<file path="src/design/assert_macros.svh">
// Assertion macros shared by the size-class cache design files.
// Depends on nothing; included by files that carry concurrent checks.
`ifndef ASSERT_MACROS_SVH
`define ASSERT_MACROS_SVH

// Property that must hold at every clock edge outside reset.
`define SCB_ASSERT(name, clk, rst, prop) \
   name: assert property (@(posedge clk) disable iff (rst) (prop)) \
      else $error("assertion failed: name");

// Implication whose consequent must hold in the cycle after the antecedent.
`define SCB_ASSERT_NEXT(name, clk, rst, ante, cons) \
   name: assert property (@(posedge clk) disable iff (rst) (ante) |=> (cons)) \
      else $error("assertion failed: name");

`endif

</file>
<file path="src/design/scb_pkg.sv">
// Package for the size-class buffer cache: sizes, status codes, state and structs.
// Depends on nothing; imported by every module of the block.
package scb_pkg;

   localparam int MIN_SHIFT   = 6;
   localparam int MAX_SHIFT   = 26;
   localparam int STACK_DEPTH = 8;
   localparam int HANDLE_BITS = 32;

   localparam int NUM_CLASSES     = MAX_SHIFT - MIN_SHIFT + 1;
   localparam int CLASS_BITS      = (NUM_CLASSES > 1) ? $clog2(NUM_CLASSES) : 1;
   localparam int COUNT_BITS      = $clog2(STACK_DEPTH + 1);
   localparam int STACK_ENTRIES   = NUM_CLASSES * STACK_DEPTH;
   localparam int STACK_ADDR_BITS = $clog2(STACK_ENTRIES);
   localparam int LIMIT_BITS      = 4;
   localparam int LIMIT_RESET     = 8;

   typedef enum logic [2:0] {
      ST_HIT          = 3'd0,
      ST_MISS         = 3'd1,
      ST_BYPASS_ALLOC = 3'd2,
      ST_NULL         = 3'd3,
      ST_CACHED       = 3'd4,
      ST_FULL         = 3'd5,
      ST_BYPASS_FREE  = 3'd6
   } status_type;

   typedef enum logic [1:0] {
      S_IDLE,
      S_LOOKUP,
      S_RESP
   } state_type;

   localparam logic CMD_ALLOC = 1'b0;
   localparam logic CMD_FREE  = 1'b1;

   // Decoded size class of one request size.
   typedef struct packed {
      logic                  nonzero;
      logic                  in_range;
      logic [CLASS_BITS-1:0] cls;
      logic [31:0]           csize;
   } class_info_type;

   typedef struct packed {
      logic                  en;
      logic [CLASS_BITS-1:0] addr;
      logic [COUNT_BITS-1:0] data;
   } count_wr_type;

   typedef struct packed {
      logic                       en;
      logic [STACK_ADDR_BITS-1:0] addr;
      logic [HANDLE_BITS-1:0]     data;
   } stack_wr_type;

endpackage

</file>
<file path="src/design/scb_count_mem.sv">
// Per-class fill count memory with one valid bit per class, cleared at reset.
// Depends on scb_pkg.
module scb_count_mem
   import scb_pkg::*;
(
   input  logic                  clock,
   input  logic                  reset,
   input  logic                  rd_en,
   input  logic [CLASS_BITS-1:0] rd_addr,
   input  count_wr_type          wr,
   output logic [COUNT_BITS-1:0] rd_data
);

   logic [COUNT_BITS-1:0]  mem [NUM_CLASSES];
   logic [NUM_CLASSES-1:0] valid_ff;
   logic [COUNT_BITS-1:0]  data_ff;
   logic                   hit_valid_ff;

   always_ff @(posedge clock) begin
      if (wr.en) begin
         mem[wr.addr] <= wr.data;
      end
      if (rd_en) begin
         data_ff <= mem[rd_addr];
      end
   end

   always_ff @(posedge clock) begin
      if (reset) begin
         valid_ff     <= '0;
         hit_valid_ff <= 1'b0;
      end else begin
         if (wr.en) begin
            valid_ff[wr.addr] <= 1'b1;
         end
         if (rd_en) begin
            hit_valid_ff <= valid_ff[rd_addr];
         end
      end
   end

   // A class never written reads as an empty stack.
   assign rd_data = hit_valid_ff ? data_ff : '0;

endmodule

</file>
<file path="config.mk">
export PLATFORM = sky130hd
export DESIGN_NAME = scb_count_mem
export DESIGN_NICKNAME = d
export VERILOG_FILES = /design/src/design/assert_macros.svh /design/src/design/scb_pkg.sv /design/src/design/scb_count_mem.sv
export SDC_FILE = /design/constraint.sdc
export NUM_CORES = 1
export LEC_CHECK = 0
export BUFFER_PORTS_ARGS = -buffer_cell sky130_fd_sc_hd__buf_2
export CORE_ASPECT_RATIO = 0.75
export CORE_UTILIZATION = 55
export CTS_BUF_LIST = sky130_fd_sc_hd__clkbuf_8
export CTS_CLUSTER_DIAMETER = 100
export DETAILED_ROUTE_END_ITERATION = 8
export GPL_TIMING_DRIVEN = 0
export PLACE_DENSITY = 0.8
export REMOVE_ABC_BUFFERS = 1
export SLEW_MARGIN = 10
export SYNTH_ARGS = -nofsm -noshare
export SYNTH_HDL_FRONTEND = slang
export SYNTH_SLANG_ARGS = --single-unit
export TNS_END_PERCENT = 50
</file>
<file path="constraint.sdc">
create_clock -name clock -period 4.55 [get_ports clock]
set_input_delay 0.6825 -clock clock [delete_from_list [all_inputs] [get_ports clock]]
set_output_delay 0.6825 -clock clock [all_outputs]
set_load 0.005 [all_outputs]
</file>
==> reports/metrics.yaml <==
clock_tree:
  clkTransAtPathRegs_ns: 0.10
  clock_path_buffers: 2
  cts_setup_buffers: 0
  ctsHoldBuffers: 0
  numCtsBuffers: 9
  htreeDepth: 3
  cts_resized: 0
  root_buffer: "clkbuf_8"
  insertion_delay_ns: 0.37
  cts_tree: "yes"
  clock_sinks: 110
floorplan:
  core_um2: 7530
  dieWidth_um: 105
  die_y_um: 79.4
  pin_count: 22
  start_util_pct: 58.3
  fp-row-count: 27
  dieArea_um2: 8350
synthesis:
  yosysSeqAreaShare_pct: 70.2
  synthSimpleGateAreaFrac_pct: 9.80
  ys_ff_latch: 110
  syn_inst: 266
  synthMuxAreaShare_pct: 16.4
  synth-edff-count: 88
  syn_area_um2: 4390
  syn-mean-instance-area_um2: 16.5
  ys_async_sr_fraction_pct: 0
  yosys.area_share.adder_pct: 0
  synth_cell_type_count: 31
  synth_top_family_by_area: "multiplexers"
  ys.flop_type: "edfxtp_1"
  synth_xor_area_share_pct: 0
  yosysWarningCount: 0
  synth_compound_area_share_pct: 1.88
route:
  drt-total-wl_um: 7920
  first_iter_violations: 236
  drtPass1Iterations: 4
  ant_nets: 0
  via_per_inst: 5.87
  via_count: 2306
  drc_errors: 0
  wire_per_inst_um: 20.1
setup_path:
  critPathKind: "in -> reg"
  crit_family: "multiplexers"
  cp-end-kind: "flop"
  cpMaxStageDelayCell: "mux4_1"
  crit_fanout: 27
  path_buf_inv: 1
  max_stage_delay_ns: 0.71
  startpoint_type: "input pin"
  cp.required_ns: 4.67
  crit_chain: "buf_2 > mux4_1 > mux2_2 > a221o_1"
  arrival_ns: 2.69
sta:
  period_share_pct: 56.6
  drv_slew: 0
  max_freq_mhz: 389
  max_slew.worst_pin.slew_ns: 0.931
  fin_crit_ns: 2.57
  setup_tns_ns: 0
  timing.final.hold_violations: 0
  relSlewSlack_pct: 37.8
  rsz0062_at_grt: "no"
  setup_viol: 0
  fin_skew_ns: 0.00660
power:
  cellLeakagePower_nw: 1.58
  ir_drop_uv: 217
  finalPower_w: 0.00171
  p_per_area_nw_per_um2: 362
global_routing:
  antenna_found_initial: 0
  grt_pass1_wl_um: 12400
  grt_max_degree: 28
  grt_pass1_vias: 2183
  overflow: 0
  groute.usage.overall_pct: 21.2
cells_and_area:
  num-fill-cells: 534
  nets: 305
  syn_to_final_growth_pct: 7.50
  final_common_cell: "edfxtp_1"
  drive_gt1_share_pct: 20.2
  final_cell_mix: "edfxtp_1 (88), nor2_1 (64), dfxtp_1 (22)"
  n_antenna_cell: 0
placed_design:
  numPortBuffers: 21
  gp_congestion: 0.829
  dp_hpwl_um: 5320
hold_path:
  hold_path.class: "reg -> reg"
flow_run:
  max_cap_violations: 0
status:
  status: "finished, final reports clean"
metal layers:
metal	part of all wire [%]	global-route usage, %
met5	0	0
met4	0.61	6.48
met3	7.7	5.22
met2	46	31.5
met1	46	31.4
logic make-up (layout without fill, tap and decap cells):
family                 Yosys count  after routing
flip-flops                     110            110
AND/OR/NAND/NOR                 95             95
multiplexers                    39             39
buffers and inverters           12             38
AO/OA/AOI/OAI                   10             10
registers in the layout (all words and copies together) (netlist names):
name / flops
hit_valid_ff: 1
mem: 84
valid_ff: 21
data_ff: 4
final timing paths:
path / start / to / slack (ns) / cells after the start
worst min register to register: valid_ff[1]$_SDFFE_PP0P_ / valid_ff[1]$_SDFFE_PP0P_ / 0.48 / 2
worst max-delay path: rd_addr[0] / data_ff[0]$_DFFE_PP_ / 1.98 / 4
worst min-delay path: valid_ff[1]$_SDFFE_PP0P_ / valid_ff[1]$_SDFFE_PP0P_ / 0.48 / 2
worst max register to register: mem[13][0]$_DFFE_PP_ / data_ff[0]$_DFFE_PP_ / 2.73 / 3
area by class of cell:
class                   count  area (um^2)  area share (%)
multi-input cells         144         1230            26.1
clock inverters             7         43.8           0.928
clock buffers               9          124            2.62
inverters                   1         3.75          0.0795
flip-flops and latches    110         3080            65.3
repair buffers             21          105            2.23
well taps                 101          126            2.68
worst reg2reg max path: cells and delay by family (launching register included):
family / cells / cell delay (ns)
mux: 2 / 0.86
compound gates: 1 / 0.36
flops: 1 / 0.35
where the power goes:
part,switching (W),internal [W]
clock network,0.000308,0.000195
logic,0.0000616,0.0000427
registers,0.00000407,0.00110
stage by stage:
step                      instances  area, um^2  hold slack, ns  utilization [%]  setup WS, ns
after global routing            393        4720           0.501             62.6          1.88
after CTS                       393        4720           0.476             62.6          1.96
final                           393        4720           0.475             62.6          1.98
after detailed placement        377        4550           0.455             60.4          1.57
after floorplan                 255        4320           0.431                -          2.51
after global placement          377        4550           0.443             60.4          1.57
Yosys cell counts, types with 3 or more instances:
| cell | instances | area [um^2] |
|---|---|---|
| edfxtp_1 | 88 | 2640 |
| nor2_1 | 64 | 240 |
| dfxtp_1 | 22 | 440 |
| mux2_2 | 11 | 124 |
| mux4_1 | 11 | 289 |
| mux4_2 | 11 | 248 |
| mux2i_1 | 6 | 60.1 |
| nor3_1 | 6 | 30.0 |
| clkbuf_1 | 5 | 18.8 |
| a221o_1 | 4 | 40.0 |
| and2_1 | 4 | 25.0 |
| buf_2 | 4 | 20.0 |
| nand2_1 | 4 | 15.0 |
| nor2b_1 | 3 | 18.8 |
| nor3b_1 | 3 | 22.5 |
No activity file was read; power rests on OpenSTA's default activity.
