`config.mk`:
```
export PLATFORM = sky130hd
export DESIGN_NAME = scb_class_dec
export DESIGN_NICKNAME = d
export VERILOG_FILES = /design/src/design/assert_macros.svh /design/src/design/scb_pkg.sv /design/src/design/scb_class_dec.sv
export SDC_FILE = /design/constraint.sdc
export NUM_CORES = 1
export LEC_CHECK = 0
export BUFFER_PORTS_ARGS = -buffer_cell sky130_fd_sc_hd__buf_2
export CAP_MARGIN = 20
export CORE_MARGIN = 2
export CORE_UTILIZATION = 53
export DETAILED_ROUTE_END_ITERATION = 10
export GPL_ROUTABILITY_DRIVEN = 1
export PLACE_DENSITY = 0.85
export SLEW_MARGIN = 20
export SYNTH_ARGS = -nofsm -noshare
export SYNTH_HDL_FRONTEND = slang
export SYNTH_SLANG_ARGS = --single-unit
```
`constraint.sdc`:
```
create_clock -name vclk -period 3.58
set_clock_uncertainty 0.05 [all_clocks]
set_input_delay 0.358 -clock vclk [all_inputs]
set_output_delay 0.358 -clock vclk [all_outputs]
set_load 0.01 [all_outputs]
```
`src/design/assert_macros.svh`:
```
// Assertion macros shared by the size-class cache design files.
// Depends on nothing; included by files that carry concurrent checks.
`ifndef ASSERT_MACROS_SVH
`define ASSERT_MACROS_SVH

// Property that must hold at every clock edge outside reset.
`define SCB_ASSERT(name, clk, rst, prop) \
   name: assert property (@(posedge clk) disable iff (rst) (prop)) \
      else $error("assertion failed: name");

// Implication whose consequent must hold in the cycle after the antecedent.
`define SCB_ASSERT_NEXT(name, clk, rst, ante, cons) \
   name: assert property (@(posedge clk) disable iff (rst) (ante) |=> (cons)) \
      else $error("assertion failed: name");

`endif

```
`src/design/scb_pkg.sv`:
```
// Package for the size-class buffer cache: sizes, status codes, state and structs.
// Depends on nothing; imported by every module of the block.
package scb_pkg;

   localparam int MIN_SHIFT   = 6;
   localparam int MAX_SHIFT   = 26;
   localparam int STACK_DEPTH = 8;
   localparam int HANDLE_BITS = 32;

   localparam int NUM_CLASSES     = MAX_SHIFT - MIN_SHIFT + 1;
   localparam int CLASS_BITS      = (NUM_CLASSES > 1) ? $clog2(NUM_CLASSES) : 1;
   localparam int COUNT_BITS      = $clog2(STACK_DEPTH + 1);
   localparam int STACK_ENTRIES   = NUM_CLASSES * STACK_DEPTH;
   localparam int STACK_ADDR_BITS = $clog2(STACK_ENTRIES);
   localparam int LIMIT_BITS      = 4;
   localparam int LIMIT_RESET     = 8;

   typedef enum logic [2:0] {
      ST_HIT          = 3'd0,
      ST_MISS         = 3'd1,
      ST_BYPASS_ALLOC = 3'd2,
      ST_NULL         = 3'd3,
      ST_CACHED       = 3'd4,
      ST_FULL         = 3'd5,
      ST_BYPASS_FREE  = 3'd6
   } status_type;

   typedef enum logic [1:0] {
      S_IDLE,
      S_LOOKUP,
      S_RESP
   } state_type;

   localparam logic CMD_ALLOC = 1'b0;
   localparam logic CMD_FREE  = 1'b1;

   // Decoded size class of one request size.
   typedef struct packed {
      logic                  nonzero;
      logic                  in_range;
      logic [CLASS_BITS-1:0] cls;
      logic [31:0]           csize;
   } class_info_type;

   typedef struct packed {
      logic                  en;
      logic [CLASS_BITS-1:0] addr;
      logic [COUNT_BITS-1:0] data;
   } count_wr_type;

   typedef struct packed {
      logic                       en;
      logic [STACK_ADDR_BITS-1:0] addr;
      logic [HANDLE_BITS-1:0]     data;
   } stack_wr_type;

endpackage

```
`src/design/scb_class_dec.sv`:
```
// Size-class decoder: rounds a byte count up to its power-of-two class.
// Depends on scb_pkg.
module scb_class_dec
   import scb_pkg::*;
(
   input  logic [31:0]    bytes,
   output class_info_type info
);

   logic [31:0] size_m1;
   logic [5:0]  width;
   logic [5:0]  shift;

   assign size_m1 = bytes - 32'd1;

   // Number of significant bits of size minus one is the ceiling log2.
   always_comb begin
      width = 6'd0;
      for (int i = 0; i < MAX_SHIFT; i++) begin
         if (size_m1[i]) begin
            width = 6'(i + 1);
         end
      end
   end

   always_comb begin
      info.nonzero  = (bytes != 32'd0);
      info.in_range = info.nonzero && (size_m1[31:MAX_SHIFT] == '0);
      shift         = (width < 6'(MIN_SHIFT)) ? 6'(MIN_SHIFT) : width;
      info.cls      = info.in_range ? CLASS_BITS'(shift - 6'(MIN_SHIFT)) : '0;
      info.csize    = 32'd1 << shift[4:0];
   end

endmodule

```
==> flow_metrics.py, run 1 <==
metrics = {
    "floorplan": {
        "die_w_um": 63.4,
        "row_count": 21,
        "io_pins": 71,
        "die-height_um": 63.4,
        "dieArea_um2": 4030,
        "start_util": 0.557,
        "core-area_um2": 3360,
    },
    "synth": {
        "synth_top_area_cell": "nor3_1",
        "avgSynthCellArea_um2": 6.41,
        "netlist_area_um2": 1870,
        "yosysWarnings": 0,
        "synthTopCellsByArea": "nor3_1 (5.3%), buf_4 (5.2%), a21oi_1 (4.8%)",
        "synth_cells": 292,
        "yosysUniqueCellTypes": 76,
        "yosysSeqAreaShare": 0,
        "synth_top_area_frac": 0.0534,
    },
    "sta": {
        "report.final.slew_viol_count": 0,
        "relSlewSlack": 0.639,
        "hold_slack_ns": 0.990,
        "worstMarginPinSlew_ns": 0.533,
        "min_period_ns": 3.55,
        "setup_viol": 0,
        "fmax_mhz": 282,
        "min_period_over_period": 0.990,
        "hold_viol": 0,
    },
    "cells_and_area": {
        "final-seq-area_um2": 0,
        "nFlopsAndLatches": 0,
        "syn_to_final_growth_pct": 25.2,
        "clockBufferCount": 0,
        "drive_gt1_frac": 0.332,
        "nets": 392,
        "multi_input_area_um2": 1770,
        "stdcell_count": 401,
        "fillers": 315,
        "diodes": 0,
    },
    "hold_path": {
        "hold_path.class": "input port to primary output",
    },
    "drt": {
        "vias": 2705,
        "antenna_left": 0,
        "wl_per_cell_um": 17.0,
        "drt_iter0_drc": 403,
        "wirelength_mm": 6.82,
        "remaining_drc_errors": 0,
        "via_per_inst": 6.75,
        "dr.pass1.iters": 8,
    },
    "power_and_ir_drop": {
        "vdd_drop_max_uv": 41.3,
        "cellLeakagePower_uw": 0.000919,
        "p_per_area_nw_per_um2": 86.8,
    },
    "placement": {
        "numPortBuffers": 60,
        "dp_cells": 397,
        "place.gp.congestion": 1.02,
        "dp_hpwl_mm": 5.16,
    },
    "worst_setup_path": {
        "slowest_stage": "or4_1",
        "cp_top_family": "simple AND/OR/NAND/NOR gates",
        "cp_slowest_stage_delay_ns": 0.56,
        "cp.buffers_inverters": 2,
        "endpoint_kind": "primary output",
        "arrival_ns": 3.14,
        "cp_max_fo": 7,
        "path_class": "input port to primary output",
        "cp.required_ns": 3.17,
        "path_cells": "buf_2 -> nor4_4 -> nand4_1 -> or4_1 -> nand3_1 -> a32oi_1 -> a21bo_2 -> nand3_1 -> ha_1 -> xor2_1 -> nor2_1 -> buf_2",
        "start_kind": "input port",
    },
    "global_route": {
        "grt_pass1_wl_mm": 10.5,
        "gr-usage-all-layers": 0.308,
        "grt_max_degree": 13,
        "overflow": 0,
        "grt_pass1_vias": 2414,
        "antenna_found_initial": 0,
    },
    "job": {
        "maxCapViolations": 0,
    },
    "run_status": {
        "status": "finished clean",
    },
}
==> cells in the mapped netlist (all sizes together) (3+ instances only) <==
cell type and n:
nand4 8, nor4 16, o22ai 3, xnor2 4
o211ai 3, nand3 12, and3 3, nor2b 4
inv 13, nor2 24, ha 3, o31ai 5
or3 5, o31a 3, or2 6, o21ai 15
or4 4, nor4b 5, and4 5, nand2b 4
buf 19, clkbuf 10, nand2 22, a21oi 18
nor3 21, o41ai 4, o21a 5, a21o 3
a2111oi 4, a31oi 5
==> worst paths after layout <==
kind | from | endpoint | slack, ns | cells after the start
min | bytes[30] | info[38] | 0.99 | 4
max | bytes[7] | info[35] | 0.03 | 12
==> metal layers <==
layer	GRT usage	wire length (um)
met5	0	0
met4	0.117	239
met3	0.00893	646
met2	0.568	3420
met1	0.374	2510
==> worst min-delay path: stages <==
cell     delay, ns
buf_2         0.07
nor4_1        0.05
nand4_1       0.08
buf_2         0.12
==> cells in the final DEF, fill, tap and decap left out, types with 3 or more instances in the layout <==
master    count
nand2b_1      4
o21ai_2       3
or4_1         3
and4_1        4
nor4_2        3
o211ai_1      3
buf_2        60
ha_1          3
or2_2         5
nand3_1      11
conb_1       11
nor4_1       12
o31a_1        3
inv_1        12
nor2b_1       4
a31oi_1       5
a21o_1        3
nor2_1       23
nor3_1       18
o21ai_0      10
a21oi_1      17
nand4_1       8
nor4b_1       5
buf_4        22
nand2_1      21
xnor2_1       4
o21a_1        5
or3_1         4
o31ai_1       5
and3_1        3
==> logic make-up after synthesis <==
| kind of cell | synth area share |
|---|---|
| xor+xnor | 0.0234 |
| other cells | 0.00200 |
| compound gates | 0.369 |
| fa+ha+maj | 0.0200 |
| simple gates | 0.451 |
| buf+inv | 0.118 |
| mux | 0.0174 |
==> report_power, final <==
| part | switching (uW) | internal, uW | total (uW) | leakage (uW) |
|---|---|---|---|---|
| Combinational | 129 | 74.8 | 204 | 0.000919 |
| Clock | 0 | 0 | 0 | 0 |
| Sequential | 0 | 0 | 0 | 0 |
| Total | 129 | 74.8 | 204 | 0.000919 |
==> through the flow <==
step                      area, um2  total power, uW  utilization  setup WS [ns]  TNS (ns)
final                          2340              204        0.697         0.0346         0
after CTS                      2230              189        0.664        0.00743         0
after detailed placement       2230              189        0.664         0.0111         0
after floorplan                1910              130            -          0.198         0
after global placement         2230              183        0.664          0.185         0
after global routing           2340              219        0.697        -0.0622    -0.171
==> area by class of cell <==
| class | count | share of cell area |
|---|---|---|
| multi-input cells | 260 | 0.756 |
| repair buffers | 82 | 0.199 |
| inverters | 13 | 0.0208 |
| well taps | 46 | 0.0245 |
==> timing repair <==
action,4_1_cts,5_1_grt
gates cloned,0,0
buffers inserted,0,4
hold endpoints to repair,0,0
pin swaps,1,2
gates resized for setup,0,15
hold buffers,0,0
endpoints found under the setup margin,1,22
(Power assumes the default switching activity.)
==> run 2: changes to the inputs <==
--- a/config.mk
+++ b/config.mk
@@ -12,6 +12,7 @@
 export DETAILED_ROUTE_END_ITERATION = 10
 export GPL_ROUTABILITY_DRIVEN = 1
 export PLACE_DENSITY = 0.85
+export RECOVER_POWER = 50
 export SLEW_MARGIN = 20
 export SYNTH_ARGS = -nofsm -noshare
 export SYNTH_HDL_FRONTEND = slang
==> run 2 against run 1 <==
Against the previous run: flip-flop and latch count unchanged; clock-buffer cell count unchanged; first-iteration DRC count decreased by 6.2%; final cell count unchanged; non-clock buffer count unchanged; die area unchanged; critical endpoint unchanged; largest cell class unchanged; largest power group unchanged; highest routed layer unchanged.
==> flow_metrics.py, run 2 (synthesis results as in run 1) <==
metrics = {
    "run_status": {
        "status": "finished clean",
    },
    "sta": {
        "fin_ws_ns": 0.0643,
        "relSlewSlack": 0.638,
        "setup_viol": 0,
        "report.final.slew_viol_count": 0,
        "fmax_mhz": 284,
        "fin_tns_setup_ns": 0,
        "min_period_over_period": 0.982,
        "min_period_ns": 3.52,
        "hold_viol": 0,
        "worstMarginPinSlew_ns": 0.536,
        "hold_slack_ns": 0.991,
    },
    "drt": {
        "dr.pass1.iters": 8,
        "drt_iter0_drc": 378,
        "remaining_drc_errors": 0,
        "antenna_left": 0,
        "wirelength_mm": 6.78,
        "vias": 2726,
        "wl_per_cell_um": 16.9,
        "via_per_inst": 6.80,
    },
    "floorplan": {
        "start_util": 0.557,
        "row_count": 21,
        "die-height_um": 63.4,
        "die_w_um": 63.4,
        "core-area_um2": 3360,
        "dieArea_um2": 4030,
        "io_pins": 71,
    },
    "global_route": {
        "grt_pass1_wl_mm": 10.5,
        "grt_pass1_vias": 2414,
        "grtUsageMet2": 0.568,
        "gr-usage-all-layers": 0.308,
        "antenna_found_initial": 0,
        "use_met1": 0.374,
        "use_met3": 0.00893,
        "overflow": 0,
        "grt.busiest_layer": "met2",
        "grt_max_degree": 13,
    },
    "placement": {
        "dp_hpwl_mm": 5.16,
        "numPortBuffers": 60,
        "dpl_worst_slack_ns": 0.0111,
        "place.gp.congestion": 1.02,
    },
    "cells_and_area": {
        "layout_common_cells": "buf_2 (58), nor2_1 (23), buf_4 (22)",
        "clockBufferCount": 0,
        "diodes": 0,
        "nets": 392,
        "nFlopsAndLatches": 0,
        "drive_gt1_frac": 0.327,
        "layout_commonest_cell": "buf_2",
        "final-seq-area_um2": 0,
        "syn_to_final_growth_pct": 25.1,
    },
    "worst_setup_path": {
        "cp.required_ns": 3.17,
        "start_kind": "input port",
        "path_class": "input port to primary output",
        "arrival_ns": 3.11,
        "cp_max_fo": 8,
        "endpoint_kind": "primary output",
    },
    "hold_path": {
        "hold_path.class": "input port to primary output",
    },
    "power_and_ir_drop": {
        "cellLeakagePower_uw": 0.000912,
        "p_per_area_nw_per_um2": 86.6,
        "power.total_uw": 203,
        "switching_share": 0.632,
        "power_frac_seq": 0,
        "p_sw_uw": 128,
        "clockPowerShare": 0,
        "combPwrFrac": 1.000,
        "power.internal_uw": 74.6,
        "vdd_drop_max_uv": 40.8,
    },
    "job": {
        "maxCapViolations": 0,
    },
}
run 2: cell types whose count changed in the layout (fill, tap and decap cells not counted):
cell      before  now
buf_2         60   58
clkbuf_1       0    2
run 2: area by class of cell:
type / instances / area (um2)
well taps: 46 / 57.6
multi-input cells: 260 / 1770
inverters: 13 / 48.8
repair buffers: 82 / 463
fillers: 315 / 1020
run 2: repair_timing:
item,4_1_cts,5_1_grt
pin swaps,1,2
resized for setup,0,15
endpoints found under the hold margin,0,0
buffers inserted,0,4
setup endpoints to repair,1,22
hold buffers,0,0
run 2: path summary, 6_finish.rpt:
path	start	end	slack, ns	depth (start not counted)
worst max-delay path	bytes[7]	info[35]	0.06	13
worst min-delay path	bytes[30]	info[38]	0.99	4
run 2: power by group through the flow:
stage | clock, uW | sequential [uW] | combinational (uW)
2_1_floorplan | 0 | 0 | 130
3_3_place_gp | 0 | 0 | 183
6_report | 0 | 0 | 203
5_1_grt | 0 | 0 | 219
4_1_cts | 0 | 0 | 189
3_5_place_dp | 0 | 0 | 189
run 2: per-layer routing:
layer / vias to the layer above / share of wire
met3: 39 / 0.090
li1: 1242 / -
met1: 1236 / 0.37
met4: 0 / 0.037
met5: - / 0
met2: 209 / 0.50
run 2: through the flow:
step | util | instance area [um2] | cells
after global placement | 0.664 | 2230 | 397
after floorplan | - | 1910 | 302
after global routing | 0.696 | 2340 | 401
after CTS | 0.664 | 2230 | 397
after detailed placement | 0.664 | 2230 | 397
final | 0.696 | 2340 | 401
run 2: worst max-delay path: stages:
cell,delay [ns]
buf_2,0.15
nor4_4,0.42
nand4_1,0.15
buf_4,0.19
nor4_1,0.35
o21bai_2,0.20
a2111oi_4,0.44
nand3_2,0.16
nand3_1,0.16
ha_1,0.18
xor2_1,0.14
nor2_1,0.06
buf_2,0.16
==> run 3: changes to the inputs <==
--- a/config.mk
+++ b/config.mk
@@ -13,6 +13,7 @@
 export GPL_ROUTABILITY_DRIVEN = 1
 export PLACE_DENSITY = 0.85
 export RECOVER_POWER = 50
+export REMOVE_ABC_BUFFERS = 1
 export SLEW_MARGIN = 20
 export SYNTH_ARGS = -nofsm -noshare
 export SYNTH_HDL_FRONTEND = slang
==> run 3 against run 2 <==
Against the previous run: combinational power shrank 4%; critical path depth shrank 2; total power shrank 4.3%; maximum frequency grew 1.6%; core utilization shrank 1.8 points; worst hold slack is essentially flat; clock-buffer cell count is the same; largest cell class unchanged; largest power group unchanged.
==> flow_metrics.py, run 3 (synthesis results as in run 1) <==
metrics = {
    "power_and_ir_drop": {
        "cellLeakagePower_uw": 0.000898,
        "vdd_drop_max_uv": 47.0,
        "power.total_uw": 194,
        "p_per_area_nw_per_um2": 85.1,
    },
    "drt": {
        "wl_per_cell_um": 15.4,
        "drt_iter0_drc": 356,
        "vias": 2643,
        "dr.pass1.iters": 5,
        "via_per_inst": 6.61,
        "remaining_drc_errors": 0,
        "antenna_left": 0,
        "wirelength_mm": 6.14,
    },
    "floorplan": {
        "dieArea_um2": 4030,
        "die_w_um": 63.4,
        "row_count": 21,
        "core-area_um2": 3360,
        "io_pins": 71,
        "start_util": 0.557,
        "die-height_um": 63.4,
    },
    "cells_and_area": {
        "layout_common_cells": "buf_2 (58), nor2_1 (23), buf_4 (21)",
        "clockBufferCount": 0,
        "layout_commonest_cell": "buf_2",
        "finalCoreUtilization": 0.679,
        "nets": 391,
        "syn_to_final_growth_pct": 21.8,
        "diodes": 0,
        "fillers": 316,
        "nFlopsAndLatches": 0,
        "final-seq-area_um2": 0,
        "stdcell_count": 400,
        "drive_gt1_frac": 0.314,
    },
    "sta": {
        "fmax_mhz": 289,
        "hold_viol": 0,
        "report.final.slew_viol_count": 0,
        "relSlewSlack": 0.646,
        "setup_viol": 0,
        "fin_ws_ns": 0.121,
        "worstMarginPinSlew_ns": 0.525,
        "min_period_ns": 3.46,
        "min_period_over_period": 0.966,
    },
    "worst_setup_path": {
        "endpoint_kind": "primary output",
        "arrival_ns": 3.05,
        "slowest_stage": "nor4_4",
        "cp.required_ns": 3.17,
        "cp_max_fo": 9,
        "cp.buffers_inverters": 3,
        "critical_path.most_common_cell": "buf_2",
        "cp_slowest_stage_delay_ns": 0.43,
        "path_cells": "buf_2 -> nor4_4 -> nand4_1 -> buf_4 -> o31ai_1 -> nand2_2 -> a32oi_2 -> a21bo_2 -> o31a_1 -> a211oi_2 -> buf_2",
        "start_kind": "input port",
        "cp_top_family": "compound AO/OA/AOI/OAI gates",
        "path_class": "input port to primary output",
    },
    "global_route": {
        "grt_pass1_vias": 2220,
        "antenna_found_initial": 0,
        "gr-usage-all-layers": 0.290,
        "grt_pass1_wl_mm": 9.88,
        "grt_max_degree": 13,
        "overflow": 0,
    },
    "job": {
        "maxCapViolations": 0,
    },
    "placement": {
        "place.gp.congestion": 1.03,
        "dp_hpwl_mm": 4.83,
        "dp_cells": 399,
        "dpl_worst_slack_ns": 0.169,
        "numPortBuffers": 60,
    },
    "run_status": {
        "status": "finished clean",
    },
    "hold_path": {
        "hold_path.class": "input port to primary output",
    },
    "clocking": {
        "hold_buffers": 0,
    },
}
[run 3: per-layer routing]
metal | up-vias | global-route usage | part of all wire
met5 | - | 0 | 0
li1 | 1239 | - | -
met2 | 170 | 0.476 | 0.45
met4 | 0 | 0.0353 | 0.015
met1 | 1221 | 0.421 | 0.42
met3 | 13 | 0.0232 | 0.12
[run 3: what timing repair did]
item | 4_1_cts | 5_1_grt
resized for setup | 0 | 6
setup buffers | 0 | 1
setup endpoints to repair | 0 | 10
hold endpoints to repair | 0 | 0
[run 3: worst paths after layout]
| check | start | end | slack, ns | depth (start not counted) |
|---|---|---|---|---|
| max | bytes[9] | info[10] | 0.12 | 11 |
| min | bytes[30] | info[38] | 0.99 | 4 |
[run 3: final cells by class]
| type | instances | area (um2) | share of cell area |
|---|---|---|---|
| multi-input combinational | 260 | 1720 | 0.754 |
| timing repair buffer | 81 | 455 | 0.200 |
| tap | 46 | 57.6 | 0.0252 |
| inverter | 13 | 48.8 | 0.0214 |
[run 3: report_power, final]
part	internal [uW]	leakage [uW]	total [uW]	switching [uW]
clock	0	0	0	0
combinational	71.6	0.000898	194	122
sequential	0	0	0	0
[run 3: per-stage QoR]
stage / setup TNS [ns] / area, um2 / hold WS [ns]
6_report: 0 / 2280 / 0.991
5_1_grt: -0.0251 / 2280 / 1.03
4_1_cts: 0 / 2250 / 0.991
3_5_place_dp: 0 / 2250 / 0.987
3_3_place_gp: 0 / 2250 / 0.982
2_1_floorplan: 0 / 1740 / 0.806
